[src/fpa_alu.sv]
// ----------------------------------------------------------------------------
// fpa_alu
// shared 64 bit adder with select: sums one lane per cycle or loads it fresh
// ----------------------------------------------------------------------------
module fpa_alu (
  input  logic [63:0] a,
  input  logic [63:0] b,
  input  logic        load,
  output logic [63:0] y
);

  assign y = load ? b : (a + b);

endmodule

[config.mk]
export PLATFORM = sky130hd
export DESIGN_NAME = fpa_alu
export DESIGN_NICKNAME = d
export VERILOG_FILES = /design/src/fpa_alu.sv
export SDC_FILE = /design/constraint.sdc
export NUM_CORES = 1
export LEC_CHECK = 0
export BUFFER_PORTS_ARGS = -buffer_cell sky130_fd_sc_hd__buf_2
export CORE_UTILIZATION = 52
export DETAILED_ROUTE_END_ITERATION = 8
export PLACE_DENSITY = 0.85
export SLEW_MARGIN = 20
export SYNTH_ARGS = -nofsm -noshare
export SYNTH_HDL_FRONTEND = slang
export SYNTH_SLANG_ARGS = --single-unit
export TNS_END_PERCENT = 30
[constraint.sdc]
create_clock -name vclk -period 6.2
set_input_delay 1.55 -clock vclk [all_inputs]
set_output_delay 1.55 -clock vclk [all_outputs]
set_load 0.01 [all_outputs]
### Word level (Yosys, flattened, before mapping)

Cells that the tools add are included.

* register bits: 0
* input port bits: 129
* output and inout port bits: 64
* word-level logic and storage cells: 2

* add/sub/neg operators: 1
* muxes and demuxes: 1

Operators by type and width (count)
* 64-bit adder: 1
* 64-bit two-way mux: 1

### Longest topological paths before layout

Gate-level depths: netlist of run 1.

* word-level depth: 2
* mapped depth: 11
* depth with buffers taken out: 11

### Worst setup path after synthesis of run 1

OpenSTA, ideal clock, no wires.

* kind: input-to-output
* start: in a[0]
* end: out y[40]
* data arrival time: 4.036 ns
* required time: 4.650 ns
* slack: 0.614 ns
* stages: 11
* buffers on the path: 0
* cell sequence: ha_1 -> fa_1 -> a21oi_1 -> o21ai_2 -> a2111oi_2 -> nor3_2 -> a32oi_2 -> a211o_4 -> a211oi_1 -> o21a_1 -> o31ai_1

* longest elaborated chain between the ends: 2

Ends and longest elaborated chain
* start: declaration: line 6 `input logic [63:0] a,`
* 64-bit adder: line 12 `assign y = load ? b : (a + b);`
* 64-bit two-way mux: line 12
* end: declaration: line 9 `output logic [63:0] y`

No other way between the ends.

### Worst setup path in the final report of run 1

* start: in b[0]
* end: out y[60]

* longest elaborated chain between the ends: 2

Ends and longest elaborated chain
* start: declaration: line 7 `input logic [63:0] b,`
* 64-bit adder: line 12
* 64-bit two-way mux: line 12

No other way between the ends.

==> results of run 1 <==
==> per-layer routing <==
metal	routed length, um	up-vias	GRT usage (%)
li1	-	3110	-
met1	6668	2765	41.14
met5	0	-	0
met3	1103	24	1.503
met2	6701	282	50.43
met4	237	0	4.248
==> cell families after synthesis <==
group,after synthesis
adder cells (fa/ha/maj),64
buffers and inverters,63
multiplexers,5
AO/OA/AOI/OAI,312
XOR/XNOR,48
AND/OR/NAND/NOR,253
==> timing repair <==
| item | 4_1_cts | 5_1_grt |
|---|---|---|
| hold endpoints to repair | 0 | 0 |
| endpoints found under the setup margin | 0 | 4 |
| gates resized for setup | 0 | 1 |
==> power groups by stage <==
stage	Combinational, mW	Clock (mW)	Sequential, mW
after floorplan	0.435	0	0
after global placement	0.614	0	0
after detailed placement	0.620	0	0
after CTS	0.623	0	0
after global routing	0.697	0	0
final	0.631	0	0
==> cells in the mapped netlist, types with 17 or more instances <==
master                     count
sky130_fd_sc_hd__nor3_1       17
sky130_fd_sc_hd__nand2_1     122
sky130_fd_sc_hd__xor2_1       21
sky130_fd_sc_hd__clkbuf_1     24
sky130_fd_sc_hd__nand4_1      18
sky130_fd_sc_hd__ha_1         63
sky130_fd_sc_hd__inv_1        19
sky130_fd_sc_hd__o21bai_1     17
sky130_fd_sc_hd__a21oi_1      85
sky130_fd_sc_hd__xnor2_1      27
sky130_fd_sc_hd__a21o_1       41
sky130_fd_sc_hd__nor2_1       39
sky130_fd_sc_hd__o21ai_0      85
==> worst max path at each step <==
stage,end,depth (start not counted),startpoint
floorplan,y[40],11,a[0]
global placement,y[60],13,b[0]
finish,y[60],13,b[0]
global route,y[60],13,b[0]
CTS,y[60],13,b[0]
detailed placement,y[60],13,b[0]
==> cells in the final DEF (no fill, tap or decap), drive strengths merged, types with 19 or more instances in the layout <==
cell type	n
xor2	21
ha	63
a21o	43
xnor2	27
o21ai	88
buf	204
nor2	39
inv	19
nand2	122
a21oi	86
==> layout make-up <==
| class | instances | area, um2 | share of cell area [%] |
|---|---|---|---|
| inverter | 20 | 75.07 | 1.297 |
| timing repair buffer | 204 | 1051 | 18.16 |
| multi-input combinational | 682 | 4527 | 78.21 |
| tap | 108 | 135.1 | 2.335 |
==> stage by stage <==
| stage | cell area [um2] | instances |
|---|---|---|
| detailed placement | 5784 | 1014 |
| CTS | 5784 | 1014 |
| floorplan | 4831 | 745 |
| finish | 5788 | 1014 |
| global placement | 5784 | 1014 |
| global route | 5788 | 1014 |
==> out/metrics.yaml, run 1 <==
detail_route.wirelength_mm: 14.71
cp_data_required_time_ps: 4650
fraction_of_layout_instances_using_a_drive_strength_above_1_pct: 25.61
dieWidth_um: 98.39
leading_area_contributor_after_synthesis: "sky130_fd_sc_hd__ha_1"
fin_crit_ps: 6086
worst_path_max_delay_cell: "sky130_fd_sc_hd__a211o_4"
vias_per_cell: 6.096
run_status: "finished, final reports clean"
grt_first_pass_wirelength_mm: 24.34
synth_compound_area_share_pct: 42.74
post-cts-setup-buffer-count: 0
start_util_pct: 54.60
antenna_found_initial: 0
power-per-cell-area_nw_per_um2: 109.1
post_synth_and_or_nand_nor_area_fraction_pct: 24.27
area_added_between_synthesis_and_finish_pct: 19.81
cpMostUsedCell: "sky130_fd_sc_hd__buf_2"
power.net_switching_mw: 0.3644
maxClockFrequency_mhz: 164.3
grt_start_max_net_pins: 79
power_frac_comb_pct: 100.0
via_count_of_the_first_global_routing_pass: 5367
gp_congestion: 0.9581
nature_of_the_critical_path_endpoint: "output port"
storage_cell_area_um2: 0
drv.max_cap_violation_count: 0
layout_worst_path_cycle_share_pct: 98.16
clockBufferCount: 0
synthXorXnorAreaFrac_pct: 8.702
synth.yosys.warnings: 0
finalHoldViolations: 0
startpoint_type: "primary input"
synth_area_per_cell_um2: 6.484
final_core_util_pct: 65.41
dr_total_vias: 6181
worstMarginPinSlew_ps: 710.1
power.total_mw: 0.6315
worst-path-max-fanout: 7
n_fill_cell: 855
fp-row-count: 34
firstDrtPassIters: 9
preCtsSetupSlack_ps: 145.0
dieArea_um2: 9680
netlist_area_um2: 4831
grt_setup_unrepaired: "true"
worstHoldPathType: "primary input to output port"
power.ir.vdd_worst_v: 0.00005430
seq_cells: 0
synth_top_cell_area_share_pct: 16.32
timing.hold.ws_ps: 3403
grt-ovfl-total: 0
remaining_drc_errors: 0
hold_path_end: "y[19]"
setup_viol_count_final: 0
drt-initial-drc-count: 336
synth-adder-area-share_pct: 16.73
hold_path.startpoint: "b[19]"
sequentialPowerShare_pct: 0
post_synth_mux_area_share_pct: 1.191
setup-tns-final_ps: 0
synth_seq_area_share_pct: 0
clkPwrFrac_pct: 0
slew-limit-headroom_pct: 52.66
antenna_violating_nets_left: 0
finalWorstSetupSlack_ps: 114.4
power_leakage_nw: 2.848
buffer_ports.inserted: 193
synth_cells: 745
synth_fp_nets: 938
layout.nets: 1101
core_footprint_um2: 8848
timing.final.max_slew_violations: 0
p_int_mw: 0.2671
synth.area.top_cells: "sky130_fd_sc_hd__ha_1 16%, sky130_fd_sc_hd__nand2_1 9.5%, sky130_fd_sc_hd__a21oi_1 8.8%"
criticalPathCategory: "primary input to output port"
post_synth_num_cell_types: 75
worstPathBufferInverterCount: 2
slowest_cell_delay_on_critical_path_ps: 430
hold_buffers: 0
crit_family: "compound AO/OA/AOI/OAI gates"
crit_arrival_ps: 4540
die_y_um: 98.39
synth_top_family_by_area: "compound AO/OA/AOI/OAI gates"
p_sw_share_pct: 57.70
pin_count: 193
cp_cell_sequence: "buf_2, ha_1, fa_1, a21oi_2, o21ai_2, a2111oi_2, nor3_2, a32oi_2, a211o_4, a2111oi_4, mux2_4, a221oi_2, buf_2"
antenna_cells: 0
post_dp_hpwl_mm: 12.49
min_path_cells: 4
route.detailed.wl_per_inst_um: 14.51
track_usage_pct: 29.33
Power figures use the tool's default switching activity.
==> inputs of run 2 (changes only) <==
- CORE_UTILIZATION: 52 -> 46
- PLACE_DENSITY: 0.85 -> 0.76
==> run 2 against run 1 <==
Net effect:
- critical path depth unchanged
- critical endpoint unchanged
- power barely moved
- non-clock buffer count is the same
- clock-buffer cell count stayed put
- worst setup slack better by 72 ps
- first-iteration DRC count down 2.1%
- core utilization is 8.4 points lower
- combinational power barely moved
- final cell count is 3.0% higher
==> out/metrics.yaml, run 2 (synthesis results as in run 1) <==
grt_first_pass_wirelength_mm: 24.50
core_footprint_um2: 10230
storage_cell_area_um2: 0
gp_congestion: 0.9074
fin_crit_ps: 6014
worstHoldPathType: "primary input to output port"
startpoint_type: "primary input"
pin_count: 193
area_added_between_synthesis_and_finish_pct: 20.75
drv.max_cap_violation_count: 0
route.detailed.wl_per_inst_um: 14.25
n_fill_cell: 1084
die_y_um: 104.5
dieArea_um2: 10920
timing.final.max_slew_violations: 0
firstDrtPassIters: 5
dr_total_vias: 6074
nature_of_the_critical_path_endpoint: "output port"
antenna_violating_nets_left: 0
buffer_ports.inserted: 193
capturing_instance_or_port_of_the_critical_path: "y[60]"
layout_commonest_cell: "sky130_fd_sc_hd__buf_2"
drt-initial-drc-count: 329
layout.nets: 1101
detail_route.wirelength_mm: 14.88
run_status: "finished, final reports clean"
grt-ovfl-total: 0
timing.hold.ws_ps: 3403
slew-limit-headroom_pct: 53.73
cp_data_required_time_ps: 4650
fraction_of_layout_instances_using_a_drive_strength_above_1_pct: 25.72
fp-row-count: 37
criticalPathCategory: "primary input to output port"
multiInputGateArea_um2: 4532
instances_no_fill: 1044
power.ir.vdd_worst_v: 0.00004789
grt_setup_unrepaired: "false"
final_cell_mix: "192 x sky130_fd_sc_hd__buf_2, 122 x sky130_fd_sc_hd__nand2_1, 85 x sky130_fd_sc_hd__o21ai_0"
worst_setup_path_startpoint: "b[0]"
vias_per_cell: 5.818
worst-path-max-fanout: 7
via_count_of_the_first_global_routing_pass: 5431
setup_viol_count_final: 0
seq_cells: 0
dieWidth_um: 104.5
hold_buffers: 0
maxClockFrequency_mhz: 166.3
worstMarginPinSlew_ps: 694.0
setup-tns-final_ps: 0
antenna_found_initial: 2
grt_start_max_net_pins: 76
start_util_pct: 47.22
power-per-cell-area_nw_per_um2: 108.2
crit_arrival_ps: 4460
clockBufferCount: 0
power_leakage_nw: 2.849
layout_worst_path_cycle_share_pct: 97.00
remaining_drc_errors: 0
finalHoldViolations: 0
place.detailed.instances: 1042
post_dp_hpwl_mm: 12.48
track_usage_pct: 25.95
[run 2: cell types whose count changed in the layout (fill, tap and decap cells not counted)]
cell	previous run	this run
sky130_fd_sc_hd__diode_2	0	2
sky130_fd_sc_hd__a211oi_2	0	1
sky130_fd_sc_hd__a211oi_1	10	9
[run 2: what timing repair did]
action	CTS	global route
gates resized for setup	0	2
endpoints found under the setup margin	0	5
buffers inserted	0	0
[run 2: cell type report]
cell class | instances | share of cell area, %
antenna | 2 | 0.08580
tap | 136 | 2.917
timing repair buffer | 204 | 18.02
multi-input combinational | 682 | 77.69
inverter | 20 | 1.287
[run 2: routing by layer]
layer  up-vias  wire length, um  global-route usage, %
li1       3119                -                      -
met1      2693             6879                  35.55
met2       246             6775                  44.70
met3        16             1000                  1.566
met4         0              221                  4.694
met5         -                0                      0
[run 2: metrics by stage]
step | area (um2) | setup slack (ps) | power [mW] | util [%]
after detailed placement | 5819 | 187.4 | 0.6213 | 56.88
after global routing | 5833 | 16.07 | 0.7004 | 57.01
after global placement | 5819 | 188.6 | 0.6181 | 56.88
final | 5833 | 186.1 | 0.6314 | 57.01
after floorplan | 4831 | 614.5 | 0.4345 | -
after CTS | 5819 | 166.5 | 0.6245 | 56.88
[run 2: worst min path at each step]
stage	endpoint	start	cells after the start	slack, ps
3_3_place_gp	y[19]	b[19]	4	3410
2_1_floorplan	y[60]	b[60]	2	3220
5_1_grt	y[49]	b[49]	4	3420
6_report	y[41]	b[41]	4	3400
4_1_cts	y[41]	b[41]	4	3410
3_5_place_dp	y[59]	b[59]	4	3410
[run 2: critical path: stages]
cell                        delay, ps
sky130_fd_sc_hd__buf_2             90
sky130_fd_sc_hd__ha_1             200
sky130_fd_sc_hd__fa_1             240
sky130_fd_sc_hd__a21oi_2           80
sky130_fd_sc_hd__o21ai_2          250
sky130_fd_sc_hd__a2111oi_2        120
sky130_fd_sc_hd__nor3_2           260
sky130_fd_sc_hd__a32oi_2          200
sky130_fd_sc_hd__a211o_4          430
sky130_fd_sc_hd__a2111oi_4        320
sky130_fd_sc_hd__mux2_4           340
sky130_fd_sc_hd__a221oi_2         210
sky130_fd_sc_hd__buf_2            180
[run 2: power breakdown]
group | switching [mW] | total [mW] | internal (mW)
combinational | 0.364 | 0.631 | 0.267
sequential | 0 | 0 | 0
clock | 0 | 0.0000000432 | 0.0000000432
total | 0.364 | 0.631 | 0.267
